[src/sv/pdas_pkg.sv]
`timescale 1ns / 1ps
package pdas_pkg;

   localparam int ONE_Q15 = 32768;
   localparam int BLEND_W = 48;      // exact blend width
   localparam int ROOT_W  = 32;

   typedef enum logic [1:0] {
      OP_WRITE  = 2'd0,
      OP_ADVECT = 2'd1,
      OP_PICK   = 2'd2,
      OP_CHECK  = 2'd3
   } op_type;

   typedef struct packed {
      logic               valid;
      logic signed [15:0] x;
      logic signed [15:0] y;
      logic signed [15:0] z;
   } entry_type;

   typedef struct packed {
      logic start;
      logic pick_mode;   // root of squares << 26 only, no unit vector
   } norm_cmd_type;

   typedef struct packed {
      logic              done;
      logic              nonzero;
      logic [ROOT_W-1:0] root;
   } norm_status_type;

endpackage

[src/sv/pdas_isqrt.sv]
`timescale 1ns / 1ps
module pdas_isqrt (
   input  logic        clock,
   input  logic        reset,
   input  logic        start,
   input  logic [63:0] value,
   output logic        done,
   output logic [31:0] root
);

   logic [63:0] s_ff, s_in;
   logic [63:0] res_ff, res_in;
   logic [63:0] bit_ff, bit_in;
   logic [4:0]  step_ff, step_in;
   logic        busy_ff, busy_in;
   logic        done_ff, done_in;
   logic [63:0] trial;

   // one result bit per cycle
   always_comb begin
      trial   = res_ff + bit_ff;
      s_in    = s_ff;
      res_in  = res_ff;
      bit_in  = bit_ff;
      step_in = step_ff;
      busy_in = busy_ff;
      done_in = 1'b0;
      if (start) begin
         s_in    = value;
         res_in  = '0;
         bit_in  = 64'h4000_0000_0000_0000;
         step_in = '0;
         busy_in = 1'b1;
      end else if (busy_ff) begin
         if (s_ff >= trial) begin
            s_in   = s_ff - trial;
            res_in = (res_ff >> 1) + bit_ff;
         end else begin
            res_in = res_ff >> 1;
         end
         bit_in  = bit_ff >> 2;
         step_in = step_ff + 5'd1;
         if (step_ff == 5'd31) begin
            busy_in = 1'b0;
            done_in = 1'b1;
         end
      end
   end

   always_ff @(posedge clock) begin
      if (reset) begin
         busy_ff <= 1'b0;
         done_ff <= 1'b0;
      end else begin
         busy_ff <= busy_in;
         done_ff <= done_in;
      end
   end

   always_ff @(posedge clock) begin
      s_ff    <= s_in;
      res_ff  <= res_in;
      bit_ff  <= bit_in;
      step_ff <= step_in;
   end

   assign done = done_ff;
   assign root = res_ff[31:0];

endmodule

[src/sv/pdas_norm.sv]
`timescale 1ns / 1ps
module pdas_norm (
   input  logic                              clock,
   input  logic                              reset,
   input  pdas_pkg::norm_cmd_type            cmd,
   input  logic signed [pdas_pkg::BLEND_W-1:0] a_x,
   input  logic signed [pdas_pkg::BLEND_W-1:0] a_y,
   input  logic signed [pdas_pkg::BLEND_W-1:0] a_z,
   output pdas_pkg::norm_status_type         status,
   output logic signed [15:0]                o_x,
   output logic signed [15:0]                o_y,
   output logic signed [15:0]                o_z
);

   localparam int W = pdas_pkg::BLEND_W;

   typedef enum logic [6:0] {
      N_IDLE   = 7'b0000001,
      N_SHIFT  = 7'b0000010,
      N_SQ     = 7'b0000100,
      N_RSTART = 7'b0001000,
      N_ROOT   = 7'b0010000,
      N_DLOAD  = 7'b0100000,
      N_DIV    = 7'b1000000
   } nstate_type;

   nstate_type        state_ff, state_in;
   logic [W-1:0]      m_ff [3];
   logic [W-1:0]      m_in [3];
   logic              neg_ff [3];
   logic              neg_in [3];
   logic              pick_ff, pick_in;
   logic [1:0]        k_ff, k_in;
   logic [61:0]       acc_ff, acc_in;
   logic [31:0]       r_ff, r_in;
   logic [44:0]       rem_ff, rem_in;
   logic [44:0]       dv_ff, dv_in;
   logic [13:0]       q_ff, q_in;
   logic [3:0]        step_ff, step_in;
   logic signed [15:0] o_ff [3];
   logic signed [15:0] o_in [3];
   logic              nz_ff, nz_in;
   logic              done_ff, done_in;
   logic [31:0]       root_ff, root_in;

   logic [W-1:0]      mx;
   logic [W-1:0]      ain [3];
   logic [59:0]       sq;
   logic              sq_start;
   logic [63:0]       sq_value;
   logic              sq_done;
   logic [31:0]       sq_root;
   logic              qbit;
   logic [13:0]       qn;

   pdas_isqrt u_isqrt (
      .clock (clock),
      .reset (reset),
      .start (sq_start),
      .value (sq_value),
      .done  (sq_done),
      .root  (sq_root)
   );

   always_comb begin
      ain[0] = a_x;
      ain[1] = a_y;
      ain[2] = a_z;
      mx = (m_ff[0] > m_ff[1]) ? m_ff[0] : m_ff[1];
      if (m_ff[2] > mx) begin
         mx = m_ff[2];
      end
      sq       = 60'(m_ff[k_ff][29:0]) * 60'(m_ff[k_ff][29:0]);
      sq_start = (state_ff == N_RSTART);
      sq_value = pick_ff ? (64'(acc_ff) << 26) : 64'(acc_ff);
      qbit     = (rem_ff >= dv_ff);
      qn       = {q_ff[12:0], qbit};

      state_in = state_ff;
      m_in     = m_ff;
      neg_in   = neg_ff;
      pick_in  = pick_ff;
      k_in     = k_ff;
      acc_in   = acc_ff;
      r_in     = r_ff;
      rem_in   = rem_ff;
      dv_in    = dv_ff;
      q_in     = q_ff;
      step_in  = step_ff;
      o_in     = o_ff;
      nz_in    = nz_ff;
      root_in  = root_ff;
      done_in  = 1'b0;

      case (state_ff)
         N_IDLE: begin
            if (cmd.start) begin
               for (int i = 0; i < 3; i++) begin
                  neg_in[i] = ain[i][W-1];
                  m_in[i]   = ain[i][W-1] ? (~ain[i] + W'(1)) : ain[i];
               end
               pick_in  = cmd.pick_mode;
               acc_in   = '0;
               k_in     = '0;
               state_in = cmd.pick_mode ? N_SQ : N_SHIFT;
            end
         end
         N_SHIFT: begin
            if (mx == '0) begin
               for (int i = 0; i < 3; i++) o_in[i] = '0;
               nz_in    = 1'b0;
               done_in  = 1'b1;
               state_in = N_IDLE;
            end else if (mx < (W'(1) << 29)) begin
               for (int i = 0; i < 3; i++) m_in[i] = m_ff[i] << 1;
            end else if (mx >= (W'(1) << 30)) begin
               for (int i = 0; i < 3; i++) m_in[i] = m_ff[i] >> 1;
            end else begin
               state_in = N_SQ;
            end
         end
         N_SQ: begin
            acc_in = acc_ff + 62'(sq);
            k_in   = k_ff + 2'd1;
            if (k_ff == 2'd2) begin
               state_in = N_RSTART;
            end
         end
         N_RSTART: begin
            state_in = N_ROOT;
         end
         N_ROOT: begin
            if (sq_done) begin
               if (pick_ff) begin
                  root_in  = sq_root;
                  done_in  = 1'b1;
                  state_in = N_IDLE;
               end else begin
                  r_in     = sq_root;
                  k_in     = '0;
                  state_in = N_DLOAD;
               end
            end
         end
         N_DLOAD: begin
            // rounded quotient of m * 8192 / r, at most 8192
            rem_in   = 45'({m_ff[k_ff][29:0], 13'b0}) + 45'(r_ff >> 1);
            dv_in    = 45'(r_ff) << 13;
            q_in     = '0;
            step_in  = '0;
            state_in = N_DIV;
         end
         N_DIV: begin
            if (qbit) begin
               rem_in = rem_ff - dv_ff;
            end
            dv_in   = dv_ff >> 1;
            q_in    = qn;
            step_in = step_ff + 4'd1;
            if (step_ff == 4'd13) begin
               o_in[k_ff] = neg_ff[k_ff] ? -$signed({2'b0, qn}) : $signed({2'b0, qn});
               if (k_ff == 2'd2) begin
                  nz_in    = 1'b1;
                  done_in  = 1'b1;
                  state_in = N_IDLE;
               end else begin
                  k_in     = k_ff + 2'd1;
                  state_in = N_DLOAD;
               end
            end
         end
         default: begin
            state_in = N_IDLE;
         end
      endcase
   end

   always_ff @(posedge clock) begin
      if (reset) begin
         state_ff <= N_IDLE;
         done_ff  <= 1'b0;
      end else begin
         state_ff <= state_in;
         done_ff  <= done_in;
      end
   end

   always_ff @(posedge clock) begin
      m_ff    <= m_in;
      neg_ff  <= neg_in;
      pick_ff <= pick_in;
      k_ff    <= k_in;
      acc_ff  <= acc_in;
      r_ff    <= r_in;
      rem_ff  <= rem_in;
      dv_ff   <= dv_in;
      q_ff    <= q_in;
      step_ff <= step_in;
      o_ff    <= o_in;
      nz_ff   <= nz_in;
      root_ff <= root_in;
   end

   assign status.done    = done_ff;
   assign status.nonzero = nz_ff;
   assign status.root    = root_ff;
   assign o_x = o_ff[0];
   assign o_y = o_ff[1];
   assign o_z = o_ff[2];

endmodule

[config.mk]
export PLATFORM = sky130hd
export DESIGN_NAME = pdas_norm
export DESIGN_NICKNAME = d
export VERILOG_FILES = /design/src/sv/pdas_pkg.sv /design/src/sv/pdas_isqrt.sv /design/src/sv/pdas_norm.sv
export SDC_FILE = /design/constraint.sdc
export NUM_CORES = 2
export LEC_CHECK = 0
export BUFFER_PORTS_ARGS = -buffer_cell sky130_fd_sc_hd__clkbuf_2
export CAP_MARGIN = 15
export CORE_MARGIN = 5
export CORE_UTILIZATION = 55
export CTS_BUF_LIST = sky130_fd_sc_hd__clkbuf_4 sky130_fd_sc_hd__clkbuf_8 sky130_fd_sc_hd__clkbuf_16
export DETAILED_ROUTE_END_ITERATION = 10
export PLACE_DENSITY = 0.74
export SLEW_MARGIN = 20
export SYNTH_ARGS = -nofsm -noshare
export SYNTH_HDL_FRONTEND = slang
export SYNTH_HIERARCHICAL = 1
export SYNTH_SLANG_ARGS = --single-unit
[constraint.sdc]
create_clock -name clock -period 14.1 [get_ports clock]
set_clock_uncertainty 0.1 [all_clocks]
set_input_delay 1.41 -clock clock [delete_from_list [all_inputs] [get_ports clock]]
set_output_delay 1.41 -clock clock [all_outputs]
set_load 0.005 [all_outputs]
==> flow_metrics.tcl <==
set metrics [dict create \
    synth_ff_type "edfxtp_1" \
    drv_slew 0 \
    synth_nets 9373 \
    end_kind "flop" \
    synth_warnings 6 \
    criticalPathCategory "reg -> reg" \
    cts_tree "yes" \
    die_h_um 368.7 \
    numCtsBuffers 74 \
    track_usage_pct 31.35 \
    ys_seq_area_share_pct 24.19 \
    clock_sinks 607 \
    reg2reg_from "k_ff[0]" \
    fmax_ghz 0.08684 \
    holdPathStages 2 \
    r2r_cells 31 \
    drive_above_1_share_pct 7.181 \
    synth_area_um2 70760 \
    firstDrtPassIters 6 \
    fin_setup_tns_ns 0 \
    worst_slew_pin_slew_ns 1.205 \
    crit_fanout 34 \
    max_cap_viol_count 0 \
    synth_edf_count 496 \
    port-buffer-count 229 \
    synthCells 7927 \
    vias 58830 \
    cts.hold.buffers_added 0 \
    first_global_vias 58570 \
    gp_congestion 0.9954 \
    drtAntennaViolNets 0 \
    hold_path.startpoint "u_isqrt/step_ff[4]" \
    cp_slowest_cell "clkinv_1" \
    path_buf_inv 9 \
    cts-resized-gates 0 \
    cts.path.max_buffers 3 \
    r2r-end "acc_ff[42]" \
    cts_htree_levels 3 \
    ys_seq_elements 607 \
    hold_ws_ns 0.4065 \
    yosysUniqueCellTypes 101 \
    hold_viol 0 \
    std_cell_rows 131 \
    slew_headroom_pct 19.56 \
    drc_errors 0 \
    hpwl_mm 165.0 \
    required_ns 14.40 \
    fin_crit_ns 11.52 \
    hold_class "reg -> reg" \
    cts.clk_slew.worst_paths_ns 0.06 \
    final_nets 9351 \
    coreArea_um2 127700 \
    clk_latency_ns 0.68 \
    place_inst 9491 \
    ff2ff_setup_slack_ns 2.58 \
    drtIter0Drc 6433 \
    area_delta_synth_final_pct 6.675 \
    vias_per_cell 6.109 \
    postCtsSetupBuffers 0 \
    grt_overflow_total 0 \
    critPathMostFrequentCell "fa_1" \
    fill_cells 10970 \
    min_to "u_isqrt/step_ff[4]" \
    grt_max_degree 264 \
    rsz0062_at_grt "false" \
    grt_first_pass_wirelength_mm 336.0 \
    die_area_um2 135900 \
    outcome "completed" \
    wl_mm 216.1 \
    async_flop_share_pct 0 \
    syn_area_per_cell_um2 8.926 \
    root_buffer "clkbuf_16" \
    slowest_delay_ns 1.12 \
    setup_violations 0 \
    antenna_found_initial 4 \
    multiInputGateArea_um2 47890 \
    die_w_um 368.7 \
    finalNonFillerCells 9629 \
    crit_family "adder cells" \
    routedWlPerCell_um 22.44 \
    layout_worst_path_cycle_share_pct 81.67 \
    crit_arrival_ns 11.82 \
    ios 230 \
    start_kind "flop" \
    ff_latch_area_um2 17120 \
    start_util_pct 55.42 \
]
==> sequential cells by signal (all words and copies together), names as in the netlist, 16 cells and up <==
name,flops
o_x,16
acc_ff,62
dv_ff,45
o_z,16
r_ff,32
u_isqrt/bit_ff,32
root_ff,32
m_ff,144
u_isqrt/res_ff,64
o_y,16
u_isqrt/s_ff,64
rem_ff,45
==> cells in the final DEF (no fill, tap or decap), types with 24 or more instances in the layout <==
cell       count
and3_1        38
o41ai_1       29
ha_1         543
a31oi_1      209
a21o_1       123
mux2i_1      139
xor2_1       129
nor4_1        64
mux2_2        33
o211ai_1      25
nor2b_1       39
or3_1         55
nand4_1       92
clkbuf_16     75
nor3_1        78
fa_1         755
xnor2_1      299
clkbuf_2     229
o31ai_1       63
edfxtp_1     496
a31o_2        24
a211oi_1      84
o21a_1        24
o21bai_1      48
nand3_1      105
o21ai_0      359
a21oi_1      325
buf_4         71
nor2_1       838
dfxtp_1      110
and2_1        35
inv_1       1106
nand2b_1      31
or4_1         32
nand2_1      878
==> cells by family (layout without fill, tap and decap cells) <==
logic type / Yosys count / count (layout) / synth area share, %
simple gates: 2372 / 2372 / 14.84
compound gates: 1530 / 1530 / 13.85
buf+inv: 1518 / 1556 / 8.343
fa+ha+maj: 1298 / 1298 / 30.96
flops: 607 / 607 / 24.19
xor+xnor: 428 / 428 / 5.298
mux: 174 / 174 / 2.522
other cells: 0 / 2 / 0
==> worst register-to-register path: cells and delay by family (launching register included) <==
kind / cells / cell delay, ns
compound gates: 8 / 3.39
xor+xnor: 1 / 0.19
buf+inv: 9 / 2.18
flops: 1 / 0.35
simple gates: 4 / 0.79
fa+ha+maj: 9 / 4.23
==> stage by stage <==
| stage | setup WS (ns) | util, % | area, µm² |
|---|---|---|---|
| after CTS | 2.859 | 59.11 | 75470 |
| final | 2.585 | 59.12 | 75480 |
| after global routing | 2.264 | 59.11 | 75480 |
| after detailed placement | 2.933 | 57.17 | 72990 |
| after global placement | 3.023 | 57.17 | 72990 |
| after floorplan | 1.885 | - | 70760 |
==> layout make-up <==
| type | count | share of cell area (%) |
|---|---|---|
| Multi-Input combinational cell | 5802 | 63.45 |
| Clock inverter | 41 | 0.5652 |
| Clock buffer | 95 | 2.718 |
| Sequential cell | 607 | 22.68 |
| Tap cell | 1662 | 2.755 |
| Timing Repair Buffer | 301 | 2.251 |
| Inverter | 1119 | 5.571 |
| Antenna cell | 2 | 0.006630 |
==> layer usage <==
metal	wire [µm]	vias to the layer above	track usage (%)
li1	-	26720	-
met1	89350	28720	43.21
met2	95190	2848	48.46
met3	22010	534	7.436
met4	9482	5	11.60
met5	53	-	0
==> worst max path at each step <==
stage / start / end / cells past startpoint
2_1_floorplan: m_ff[104] / m_ff[0] / 23
3_3_place_gp: k_ff[0] / acc_ff[61] / 29
3_5_place_dp: k_ff[0] / acc_ff[61] / 29
4_1_cts: k_ff[0] / acc_ff[61] / 29
5_1_grt: k_ff[0] / acc_ff[50] / 32
6_report: k_ff[0] / acc_ff[42] / 31
==> synthesized netlist by cell type, drive strengths merged, types with 107 or more instances <==
cell type	n	area share (%)
a21oi	344	2.4
clkbuf	306	1.6
dfxtp	111	3.1
a21o	123	1.3
ha	543	9.6
o21ai	382	2.7
xor2	129	1.6
nand3	107	0.77
edfxtp	496	21
mux2i	140	2.0
nor2	841	4.5
a31oi	210	1.9
nand2	881	4.7
xnor2	299	3.7
fa	755	21
inv	1108	5.9
Power is not shown: default switching activity piles up to over one toggle a cycle in this logic, so the estimate is an artifact.
